===== src/utf8_stream_decoder_unit_macros.svh =====
// assertion macros shared by the decoder modules
`ifndef UTF8_STREAM_DECODER_UNIT_MACROS_SVH
`define UTF8_STREAM_DECODER_UNIT_MACROS_SVH

`ifndef SYNTHESIS
// same-cycle implication
`define UTF8SD_ASSERT_IMP(lbl, clk, rst_n, ante, cons, msg) \
    lbl: assert property (@(posedge clk) disable iff (!rst_n) (ante) |-> (cons)) \
        else $error(msg);
// next-cycle implication
`define UTF8SD_ASSERT_NXT(lbl, clk, rst_n, ante, cons, msg) \
    lbl: assert property (@(posedge clk) disable iff (!rst_n) (ante) |=> (cons)) \
        else $error(msg);
`else
`define UTF8SD_ASSERT_IMP(lbl, clk, rst_n, ante, cons, msg)
`define UTF8SD_ASSERT_NXT(lbl, clk, rst_n, ante, cons, msg)
`endif

`endif


===== src/utf8sd_pkg.sv =====
package utf8sd_pkg;

    localparam int CP_W       = 21;
    localparam int FIFO_DEPTH = 4;

    localparam logic [CP_W-1:0] REPL_CHAR  = 21'h00FFFD;
    localparam logic [CP_W-1:0] MAX_SCALAR = 21'h10FFFF;
    localparam logic [CP_W-1:0] SURR_LO    = 21'h00D800;
    localparam logic [CP_W-1:0] SURR_HI    = 21'h00DFFF;

    typedef enum logic [2:0] {
        ERR_NONE    = 3'd0,
        ERR_STRAY   = 3'd1,
        ERR_LEAD    = 3'd2,
        ERR_MISSING = 3'd3,
        ERR_RANGE   = 3'd4
    } err_kind_t;

    typedef struct packed {
        logic [CP_W-1:0] code_point;
        err_kind_t       error_kind;
        logic            last;
    } result_t;

    // results of one committed byte, count is 0..2
    typedef struct packed {
        logic [1:0] count;
        result_t    first;
        result_t    second;
    } res_bundle_t;

endpackage


===== src/utf8_stream_decoder_unit.sv =====
// utf-8 stream decoder: takes one byte per transfer on s_* (s_tuser high marks end of
// input and flushes any open sequence) and returns unicode code points on m_tdata with
// an error kind on m_tuser, U+FFFD standing in for every malformed or out-of-range
// sequence. the block accepts one byte every cycle while the result queue has room; a
// byte that breaks an open sequence yields the error and, when the byte decoded as a
// fresh lead gives a result of its own, that result too, and m_tlast marks the last
// result of each input byte. a byte is held in the input register, then decoded in one
// pass into a result queue of FIFO_DEPTH entries, and its first result is offered once
// it is written there; input stalls only while the queue has fewer than two free
// entries.
module utf8_stream_decoder_unit
#(
    parameter int FIFO_DEPTH = utf8sd_pkg::FIFO_DEPTH
)
(
    input  logic        clk,
    input  logic        rst_n,
    input  logic        s_tvalid,
    output logic        s_tready,
    input  logic [7:0]  s_tdata,    // data_byte[7:0]
    input  logic        s_tuser,    // end_of_input
    output logic        m_tvalid,
    input  logic        m_tready,
    output logic [23:0] m_tdata,    // code_point[20:0]
    output logic [2:0]  m_tuser,    // error_kind[2:0]
    output logic        m_tlast
);

    logic                    in_valid_reg;
    logic [7:0]              in_byte_reg;
    logic                    in_eoi_reg;
    logic                    room;
    logic                    commit;
    utf8sd_pkg::res_bundle_t bundle;
    utf8sd_pkg::res_bundle_t push;

    assign commit   = in_valid_reg && room;
    assign s_tready = !in_valid_reg || commit;

    always_ff @(posedge clk or negedge rst_n)
    begin
        if (!rst_n)
        begin
            in_valid_reg <= 1'b0;
        end
        else if (s_tready)
        begin
            in_valid_reg <= s_tvalid;
        end
    end

    always_ff @(posedge clk)
    begin
        if (s_tready && s_tvalid)
        begin
            in_byte_reg <= s_tdata;
            in_eoi_reg  <= s_tuser;
        end
    end

    utf8sd_decode u_decode
    (
        .clk          (clk),
        .rst_n        (rst_n),
        .commit       (commit),
        .data_byte    (in_byte_reg),
        .end_of_input (in_eoi_reg),
        .bundle       (bundle)
    );

    // nothing enters the queue unless the byte is really committed
    always_comb
    begin
        push       = bundle;
        push.count = commit ? bundle.count : 2'd0;
    end

    utf8sd_out_fifo #(
        .DEPTH (FIFO_DEPTH)
    ) u_out_fifo (
        .clk      (clk),
        .rst_n    (rst_n),
        .push     (push),
        .room     (room),
        .m_tvalid (m_tvalid),
        .m_tready (m_tready),
        .m_tdata  (m_tdata),
        .m_tuser  (m_tuser),
        .m_tlast  (m_tlast)
    );

endmodule


===== src/utf8sd_decode.sv =====
`include "utf8_stream_decoder_unit_macros.svh"

module utf8sd_decode
(
    input  logic                      clk,
    input  logic                      rst_n,
    input  logic                      commit,
    input  logic [7:0]                data_byte,
    input  logic                      end_of_input,
    output utf8sd_pkg::res_bundle_t   bundle
);

    typedef struct packed {
        logic                       emit;
        logic                       skip;
        logic [utf8sd_pkg::CP_W-1:0] cp;
        utf8sd_pkg::err_kind_t      kind;
        logic [utf8sd_pkg::CP_W-1:0] partial;
        logic [1:0]                 expected;
    } lead_t;

    logic [utf8sd_pkg::CP_W-1:0] partial_reg, partial_next;
    logic [1:0]                  expected_reg, expected_next;
    logic                        skip_reg, skip_next;

    lead_t                       lead;
    logic                        is_cont;
    logic [utf8sd_pkg::CP_W-1:0] value;

    function automatic lead_t start_seq(input logic [7:0] b);
        lead_t l;
        l.emit     = 1'b0;
        l.skip     = 1'b0;
        l.cp       = '0;
        l.kind     = utf8sd_pkg::ERR_NONE;
        l.partial  = '0;
        l.expected = 2'd0;
        if (!b[7])
        begin
            l.emit = 1'b1;
            l.cp   = {14'd0, b[6:0]};
        end
        else if (b[7:6] == 2'b10)
        begin
            l.emit = 1'b1;
            l.skip = 1'b1;
            l.cp   = utf8sd_pkg::REPL_CHAR;
            l.kind = utf8sd_pkg::ERR_STRAY;
        end
        else if (b[7:5] == 3'b110)
        begin
            l.partial  = {16'd0, b[4:0]};
            l.expected = 2'd1;
        end
        else if (b[7:4] == 4'b1110)
        begin
            l.partial  = {17'd0, b[3:0]};
            l.expected = 2'd2;
        end
        else if (b[7:3] == 5'b11110)
        begin
            l.partial  = {18'd0, b[2:0]};
            l.expected = 2'd3;
        end
        else
        begin
            l.emit = 1'b1;
            l.cp   = utf8sd_pkg::REPL_CHAR;
            l.kind = utf8sd_pkg::ERR_LEAD;
        end
        return l;
    endfunction

    assign lead    = start_seq(data_byte);
    assign is_cont = (data_byte[7:6] == 2'b10);
    assign value   = {partial_reg[14:0], data_byte[5:0]};

    always_comb
    begin
        partial_next  = partial_reg;
        expected_next = expected_reg;
        skip_next     = skip_reg;
        bundle.count  = 2'd0;
        bundle.first  = '{code_point: utf8sd_pkg::REPL_CHAR,
                          error_kind: utf8sd_pkg::ERR_MISSING, last: 1'b0};
        bundle.second = '{code_point: lead.cp, error_kind: lead.kind, last: 1'b1};

        if (end_of_input)
        begin
            skip_next     = 1'b0;
            partial_next  = '0;
            expected_next = 2'd0;
            if (expected_reg != 2'd0)
            begin
                bundle.count = 2'd1;
            end
        end
        else if (expected_reg != 2'd0)
        begin
            if (is_cont)
            begin
                expected_next = expected_reg - 2'd1;
                partial_next  = value;
                if (expected_reg == 2'd1)
                begin
                    partial_next = '0;
                    bundle.count = 2'd1;
                    if ((value >= utf8sd_pkg::SURR_LO && value <= utf8sd_pkg::SURR_HI)
                        || value > utf8sd_pkg::MAX_SCALAR)
                    begin
                        bundle.first.error_kind = utf8sd_pkg::ERR_RANGE;
                    end
                    else
                    begin
                        bundle.first.code_point = value;
                        bundle.first.error_kind = utf8sd_pkg::ERR_NONE;
                    end
                end
            end
            else
            begin
                // sequence broken: report it, then treat the byte as a new lead
                partial_next  = lead.partial;
                expected_next = lead.expected;
                skip_next     = lead.skip;
                bundle.count  = lead.emit ? 2'd2 : 2'd1;
            end
        end
        else if (!(skip_reg && is_cont))
        begin
            partial_next            = lead.partial;
            expected_next           = lead.expected;
            skip_next               = lead.skip;
            bundle.count            = {1'b0, lead.emit};
            bundle.first.code_point = lead.cp;
            bundle.first.error_kind = lead.kind;
        end

        bundle.first.last = (bundle.count == 2'd1);
    end

    always_ff @(posedge clk or negedge rst_n)
    begin
        if (!rst_n)
        begin
            partial_reg  <= '0;
            expected_reg <= 2'd0;
            skip_reg     <= 1'b0;
        end
        else if (commit)
        begin
            partial_reg  <= partial_next;
            expected_reg <= expected_next;
            skip_reg     <= skip_next;
        end
    end

    `UTF8SD_ASSERT_IMP(a_partial_idle, clk, rst_n, expected_reg == 2'd0, partial_reg == '0, "partial value left over with no open sequence")
    `UTF8SD_ASSERT_IMP(a_skip_idle, clk, rst_n, skip_reg, expected_reg == 2'd0, "skip flag set inside an open sequence")
    `UTF8SD_ASSERT_IMP(a_two_missing, clk, rst_n, bundle.count == 2'd2, bundle.first.error_kind == utf8sd_pkg::ERR_MISSING, "second result without a missing continuation")

endmodule


===== src/utf8sd_out_fifo.sv =====
`include "utf8_stream_decoder_unit_macros.svh"

module utf8sd_out_fifo
#(
    parameter int DEPTH = utf8sd_pkg::FIFO_DEPTH
)
(
    input  logic                    clk,
    input  logic                    rst_n,
    input  utf8sd_pkg::res_bundle_t push,
    output logic                    room,
    output logic                    m_tvalid,
    input  logic                    m_tready,
    output logic [23:0]             m_tdata,   // code_point[20:0]
    output logic [2:0]              m_tuser,   // error_kind[2:0]
    output logic                    m_tlast
);

    localparam int PTR_W = (DEPTH > 1) ? $clog2(DEPTH) : 1;
    localparam int CNT_W = $clog2(DEPTH + 1);

    utf8sd_pkg::result_t mem [DEPTH];

    logic [PTR_W-1:0] wr_ptr_reg, wr_ptr_next, wr_ptr_alt;
    logic [PTR_W-1:0] rd_ptr_reg, rd_ptr_next;
    logic [CNT_W-1:0] count_reg, count_next;
    logic             pop;

    function automatic logic [PTR_W-1:0] bump(input logic [PTR_W-1:0] p);
        return (p == PTR_W'(DEPTH - 1)) ? '0 : p + PTR_W'(1);
    endfunction

    assign pop        = m_tvalid && m_tready;
    assign room       = (count_reg <= CNT_W'(DEPTH - 2));
    assign wr_ptr_alt = bump(wr_ptr_reg);

    always_comb
    begin
        wr_ptr_next = wr_ptr_reg;
        case (push.count)
            2'd1:    wr_ptr_next = wr_ptr_alt;
            2'd2:    wr_ptr_next = bump(wr_ptr_alt);
            default: wr_ptr_next = wr_ptr_reg;
        endcase
        rd_ptr_next = pop ? bump(rd_ptr_reg) : rd_ptr_reg;
        count_next  = count_reg + CNT_W'(push.count) - CNT_W'(pop);
    end

    always_ff @(posedge clk or negedge rst_n)
    begin
        if (!rst_n)
        begin
            wr_ptr_reg <= '0;
            rd_ptr_reg <= '0;
            count_reg  <= '0;
        end
        else
        begin
            wr_ptr_reg <= wr_ptr_next;
            rd_ptr_reg <= rd_ptr_next;
            count_reg  <= count_next;
        end
    end

    always_ff @(posedge clk)
    begin
        if (push.count != 2'd0)
        begin
            mem[wr_ptr_reg] <= push.first;
        end
        if (push.count == 2'd2)
        begin
            mem[wr_ptr_alt] <= push.second;
        end
    end

    assign m_tvalid = (count_reg != '0);
    assign m_tdata  = {3'd0, mem[rd_ptr_reg].code_point};
    assign m_tuser  = mem[rd_ptr_reg].error_kind;
    assign m_tlast  = mem[rd_ptr_reg].last;

    `UTF8SD_ASSERT_IMP(a_count_bound, clk, rst_n, 1'b1, count_reg <= CNT_W'(DEPTH), "result queue overfilled")
    `UTF8SD_ASSERT_IMP(a_push_room, clk, rst_n, push.count != 2'd0, room, "results pushed without two free slots")
    `UTF8SD_ASSERT_NXT(a_pop_drain, clk, rst_n, pop && push.count == 2'd0, count_reg == $past(count_reg) - CNT_W'(1), "transfer out did not drain the queue")

endmodule


===== config.mk =====
export PLATFORM = sky130hd
export DESIGN_NAME = utf8_stream_decoder_unit
export DESIGN_NICKNAME = d
export VERILOG_FILES = /design/src/utf8sd_pkg.sv /design/src/utf8_stream_decoder_unit.sv /design/src/utf8sd_decode.sv /design/src/utf8sd_out_fifo.sv
export VERILOG_INCLUDE_DIRS = /design/src /design/src/src
export SDC_FILE = /design/constraint.sdc
export NUM_CORES = 1
export LEC_CHECK = 0
export ABC_AREA = 1
export BUFFER_PORTS_ARGS = -buffer_cell sky130_fd_sc_hd__buf_2
export CAP_MARGIN = 20
export CORE_MARGIN = 2
export CORE_UTILIZATION = 26
export CTS_CLUSTER_DIAMETER = 150
export DETAILED_ROUTE_END_ITERATION = 10
export MAX_ROUTING_LAYER = met4
export SETUP_SLACK_MARGIN = 0.05
export SYNTH_ARGS = -nofsm -noshare
export SYNTH_HDL_FRONTEND = slang
export SYNTH_SLANG_ARGS = --single-unit

===== constraint.sdc =====
create_clock -name clk -period 3.6 [get_ports clk]
set_input_delay 0.54 -clock clk [delete_from_list [all_inputs] [get_ports clk]]
set_output_delay 0.54 -clock clk [all_outputs]
set_load 0.01 [all_outputs]

### Word-level counts from Yosys, hierarchy flattened

Memories as Yosys holds them, arrays and structs flattened.
Index checks and enable logic that the tools add are counted.

| word-level totals | value |
|---|---|
| flip-flop bits (word level) | 35 |
| latch bits | 0 |
| RAM bits | 100 |
| memory bits (read-only) | 0 |
| input bits | 13 |
| output and inout bits | 30 |
| word-level logic and storage cells | 97 |
| memories | 1 |

| cells by class | value |
|---|---|
| $add $sub $neg | 6 |
| multipliers | 0 |
| div/mod/pow operators | 0 |
| $lt $le $gt $ge | 4 |
| eq/ne operators | 13 |
| shifts and indexed selects | 0 |
| muxes and demuxes | 50 |
| bitwise gates (word level) | 0 |
| reductions and logical operators | 14 |

Memories:

| name | depth | width | rd ports | clocked after memory_dff | write ports | line | text |
|---|---|---|---|---|---|---|---|
| u_out_fifo.mem | 4 | 25 | 1 | 0 | 2 | utf8sd_out_fifo.sv:22 | `utf8sd_pkg::result_t mem [DEPTH];` |

Operators with widths:

| operator | count |
|---|---|
| 24-bit 2-to-1 mux | 5 |
| 15-bit 2-to-1 mux | 5 |
| 23-bit 2-to-1 mux | 3 |
| 26-bit 2-to-1 mux | 2 |
| 25-bit 2-to-1 mux | 2 |
| 21-bit 2-to-1 mux | 2 |
| 2-bit 2-to-1 mux | 11 |
| 21-bit by 16-bit greater-or-equal comparator with 1-bit output (second input constant) | 1 |
| 21-bit greater-than comparator (second input constant) | 1 |
| 21-bit by 16-bit <= comparator with 1-bit output (second input constant) | 1 |
| 19-bit 2-to-1 mux | 1 |
| 1-bit 2-to-1 mux | 16 |
| 2-bit equality test (second input constant) | 5 |
| 2-bit by 1-bit adder with 2-bit output (second input constant) | 3 |
| 2-bit by 1-bit equality test with 1-bit output (second input constant) | 3 |
| 2-bit nonzero test | 3 |
| 5-bit equality test (second input constant) | 1 |
| 1-bit logical AND | 5 |
| 5-bit 2-to-1 mux | 1 |
| 4-bit equality test (second input constant) | 1 |
| 2-bit one-hot mux with 2 select lines | 1 |
| 3-bit by 2-bit adder with 3-bit output | 1 |
| 3-bit equality test (second input constant) | 1 |
| 3-bit by 2-bit <= comparator with 1-bit output (second input constant) | 1 |
| 10 further kinds | 11 |

### Longest topological paths before layout

| depth | value |
|---|---|
| depth after elaboration | 14 |
| depth in mapped cells | 16 |
| mapped depth without buffers | 16 |

### By module

Synthesis repeated with hierarchy kept, for this count alone.

| unflattened totals | value |
|---|---|
| cells, all modules | 843 |
| area total of the unflattened synthesis | 7313.3 µm² |

By module, submodules not included:

| module | instances | cells an instance | area an instance (µm²) | sequential area each (µm²) |
|---|---|---|---|---|
| utf8sd_out_fifo | 1 | 558 | 5317.6 | 3178.0 |
| utf8sd_decode | 1 | 264 | 1655.3 | 450.4 |
| utf8_stream_decoder_unit | 1 | 21 | 340.3 | 295.3 |

### Least setup slack after synthesis

Ideal clock, no wire load.

| timing path | value |
|---|---|
| path kind | flip-flop to flip-flop |
| start point | register in_byte_reg[7] |
| end point | memory u_out_fifo.mem[3][10] in the netlist's numbering, enable pin |
| library setup time | 0.335 ns |
| arrival time | 2.497 ns |
| data required time | 3.265 ns |
| setup slack | 0.767 ns |
| stages on the path, launching flop included | 14 |
| buffers on the path | 1 |
| period minus slack after synthesis | 2.833 ns |
| cell sequence | edfxtp_1 -> inv_1 -> nor2_4 -> nand2_1 -> buf_4 -> nand3_1 -> nand2_1 -> nor2_1 -> inv_1 -> ha_1 -> nand2_1 -> clkinv_1 -> nor2_1 -> inv_1 |

RTL lines:

| item | line | text |
|---|---|---|
| start, declared | utf8_stream_decoder_unit.sv:30 | `logic [7:0] in_byte_reg;` |
| start signal, assigned | utf8_stream_decoder_unit.sv:56 | `in_byte_reg <= s_tdata;` |
| end, declared | utf8sd_out_fifo.sv:22 |  |

==> key figures <==
Timing
  • Hold Fails Final Rpt: 0
  • Final min period: 3.19 ns
  • Total Neg Setup Slack: 0 ns
  • Worst Slack Setup Final: 0.411 ns
  • Slew headroom: 49.9%
  • Unrepaired setup endpoints after global routing: no
  • Fmax: 0.314 GHz
  • # setup viols final: 0
  • Max-slew violations: 0
  • Clk_skew: 0.00942 ns
  • Slew @ Worst Pin: 0.750 ns
  • Final period util: 88.6%

Logic synthesis
  • Yosys top cell by area: edfxtp_1
  • Synth top area share: 35.3%
  • Number of synthesized flops with an enable pin: 81
  • Post-synthesis sequential area ratio: 52.8%
  • Most used DFF post-synth: edfxtp_1
  • Most frequent cells after synthesis: nand2_1, nor2_1, edfxtp_1, o21ai_0, inv_1
  • Async S/R FF share, synth: 19.3%
  • Syn avg cell area: 8.13 um^2
  • Post-Synthesis Cell Area: 0.00689 mm^2
  • Cell with the most instances after synthesis: nand2_1
  • Yosys warnings: 0
  • Mapped Cells: 848
  • Synthesized flop and latch total: 135
  • Netlist cell types: 35
  • Top post-synthesis cells by area: edfxtp_1, nand2_1, dfrtp_1, dfxtp_1, o21ai_0

Routing
  • 1st-iter DRT viols: 441
  • ANT nets after route: 0
  • DRT Pass-1 Iters: 5
  • Wirelength per Cell: 14.9 um
  • # DRC: 0
  • Vias/cell: 4.69
  • Routed wire length: 18.6 mm
  • Via Count: 5837

Critical path
  • WS Path Type: register to register
  • Critical Path RT: 3.78 ns
  • Crit path max fanout: 17
  • Crit. End Element: register
  • Critical Path AT: 3.37 ns
  • Nature of the critical path startpoint: register

Cells and area
  • Max reg flops: 100
  • Fraction of layout cells with a size suffix above 1: 12.3%
  • Fin nets: 927
  • Core Util, Final: 31.2%
  • Filler Cell Count: 2729
  • Antenna cells: 0
  • Seq. cell area: 0.00364 mm^2
  • Multi-input logic area: 0.00284 mm^2
  • Synth-to-Final Area Change: 18.0%

Clock network
  • Clk_lat worst skew: 0.42 ns
  • TritonCTS clock tree: yes
  • Clk sinks: 135
  • Clock transition at path regs: 0.06 ns
  • Clk buf depth: 2
  • Htree depth: 4
  • Post-CTS Hold Buffers: 0
  • Total clock buffers created by CTS: 17
  • CTS root buffer: clkbuf_16

Placed design
  • Gp weighted congestion: 0.891
  • IO Port Bufs: 39
  • Detailed Place HPWL: 13.3 mm
  • DP Worst Slack: 0.415 ns

GRT
  • Largest net degree at the start of global routing: 53
  • First-pass GRT wire length: 29.7 mm
  • Initial antenna violation count: 0
  • Vias in the first global route: 5330
  • Congestion Overflow GR: 0
  • GRT Total Usage: 13.9%

Floorplanning
  • Core Area: 0.0261 mm^2
  • Die width: 167 um
  • Initial Util: 26.5%
  • Die Y: 167 um
  • Die ar.: 0.0278 mm^2
  • # IOs: 43
  • FP Rows: 59

Power
  • Combinational Power Share: 38.5%
  • Power Total: 6.29 mW
  • Part of the power in the clock network: 28.3%
  • Reg power frac: 33.2%
  • Sw Pwr: 2.50 mW
  • Power Internal: 3.79 mW
  • PwrDens: 774 mW/mm^2
  • Sw frac: 39.8%
  • Leak pwr: 3.61 nW
  • VDD IR max: 0.354 mV

Flow run
  • Max Cap Viol: 0

Worst hold path
  • Hold Crit Class: primary input to asynchronous set/reset pin

Run status
  • Status: complete, no violations
## final timing paths
kind	cells past startpoint	slack, ns	start	to
worst max-delay path	15	0.41	in_byte_reg[7]	u_out_fifo.mem[3][9]
worst min-delay path	1	0.13	rst_n	u_decode.expected_reg[0]
worst max register to register	15	0.41	in_byte_reg[7]	u_out_fifo.mem[3][9]
worst min register to register	2	0.45	u_out_fifo.mem[2][24]	u_out_fifo.mem[2][24]
max in group asynchronous	1	3.06	rst_n	u_decode.partial_reg[11]
min in group clk	1	0.29	s_tdata[0]	in_byte_reg[0]
## area by class of cell
type / instances / share of cell area, %
Multi-Input combinational cell: 614 / 34.9
Clock inverter: 13 / 2.06
Sequential cell: 135 / 44.8
Tap cell: 335 / 5.15
Clock buffer: 19 / 5.32
Inverter: 69 / 3.32
Timing Repair Buffer: 60 / 4.49
## critical path: stages, from the launching register on
cell	delay, ns
edfxtp_1	0.45
nand2_1	0.12
inv_1	0.10
o21ai_1	0.11
nand2_1	0.11
clkinv_1	0.21
nand3_1	0.13
nand2_1	0.18
nor2_1	0.18
inv_1	0.08
ha_1	0.27
nand2_1	0.14
clkinv_1	0.23
nor2_1	0.29
clkinvlp_4	0.19
buf_12	0.18
## power groups by stage
stage | clock [mW] | combinational, mW | sequential, mW
global route | 1.87 | 2.73 | 2.12
global placement | 0 | 2.39 | 2.11
finish | 1.78 | 2.42 | 2.09
floorplan | 0 | 1.59 | 2.08
detailed placement | 0 | 2.43 | 2.12
CTS | 1.81 | 2.44 | 2.09
## logic make-up after synthesis
family                   share of synthesized area, %
AND/OR/NAND/NOR                                  27.4
XOR/XNOR                                        0.381
other                                          0.0544
buffers and inverters                            6.12
flip-flops                                       52.8
adder cells (fa/ha/maj)                          3.19
AO/OA/AOI/OAI                                    9.96
## cell usage in the layout (no fill, tap or decap), drive strengths merged, types with 3 or more instances in the layout
master,netlist,routed
o22ai,32,32
dfxtp,28,28
dfrtp,26,26
a21oi,7,7
nand3,39,39
clkbuf,14,19
o31ai,4,4
buf,18,60
nor3,9,9
o21ai,79,79
ha,16,16
inv,64,67
nor2,96,96
nand4,4,4
bufinv,0,3
clkinvlp,0,5
conb,1,3
nand2,316,316
edfxtp,81,81
clkinv,5,7
## per-layer routing
metal / share of wire [%] / vias to the layer above / wire [um] / GRT usage (%)
li1: - / 2872 / - / -
met1: 48 / 2765 / 8930 / 19.3
met2: 45 / 184 / 8390 / 20.8
met3: 5.7 / 16 / 1060 / 2.90
met4: 0.99 / 0 / 183 / 3.07
met5: 0 / - / 0 / -
## metrics by stage
step | hold WS [ns] | cells | cell area, um^2
2_1_floorplan | 0.244 | 850 | 6900
4_1_cts | 0.142 | 1243 | 8100
3_3_place_gp | 0.433 | 1211 | 7500
5_1_grt | 0.175 | 1245 | 8140
3_5_place_dp | 0.435 | 1211 | 7500
6_report | 0.133 | 1245 | 8140
## what timing repair did
item                                    4_1_cts  5_1_grt
gates resized for setup                       0        3
setup buffers                                 0        2
endpoints found under the setup margin        0       24
Power figures use the tool's default switching activity.
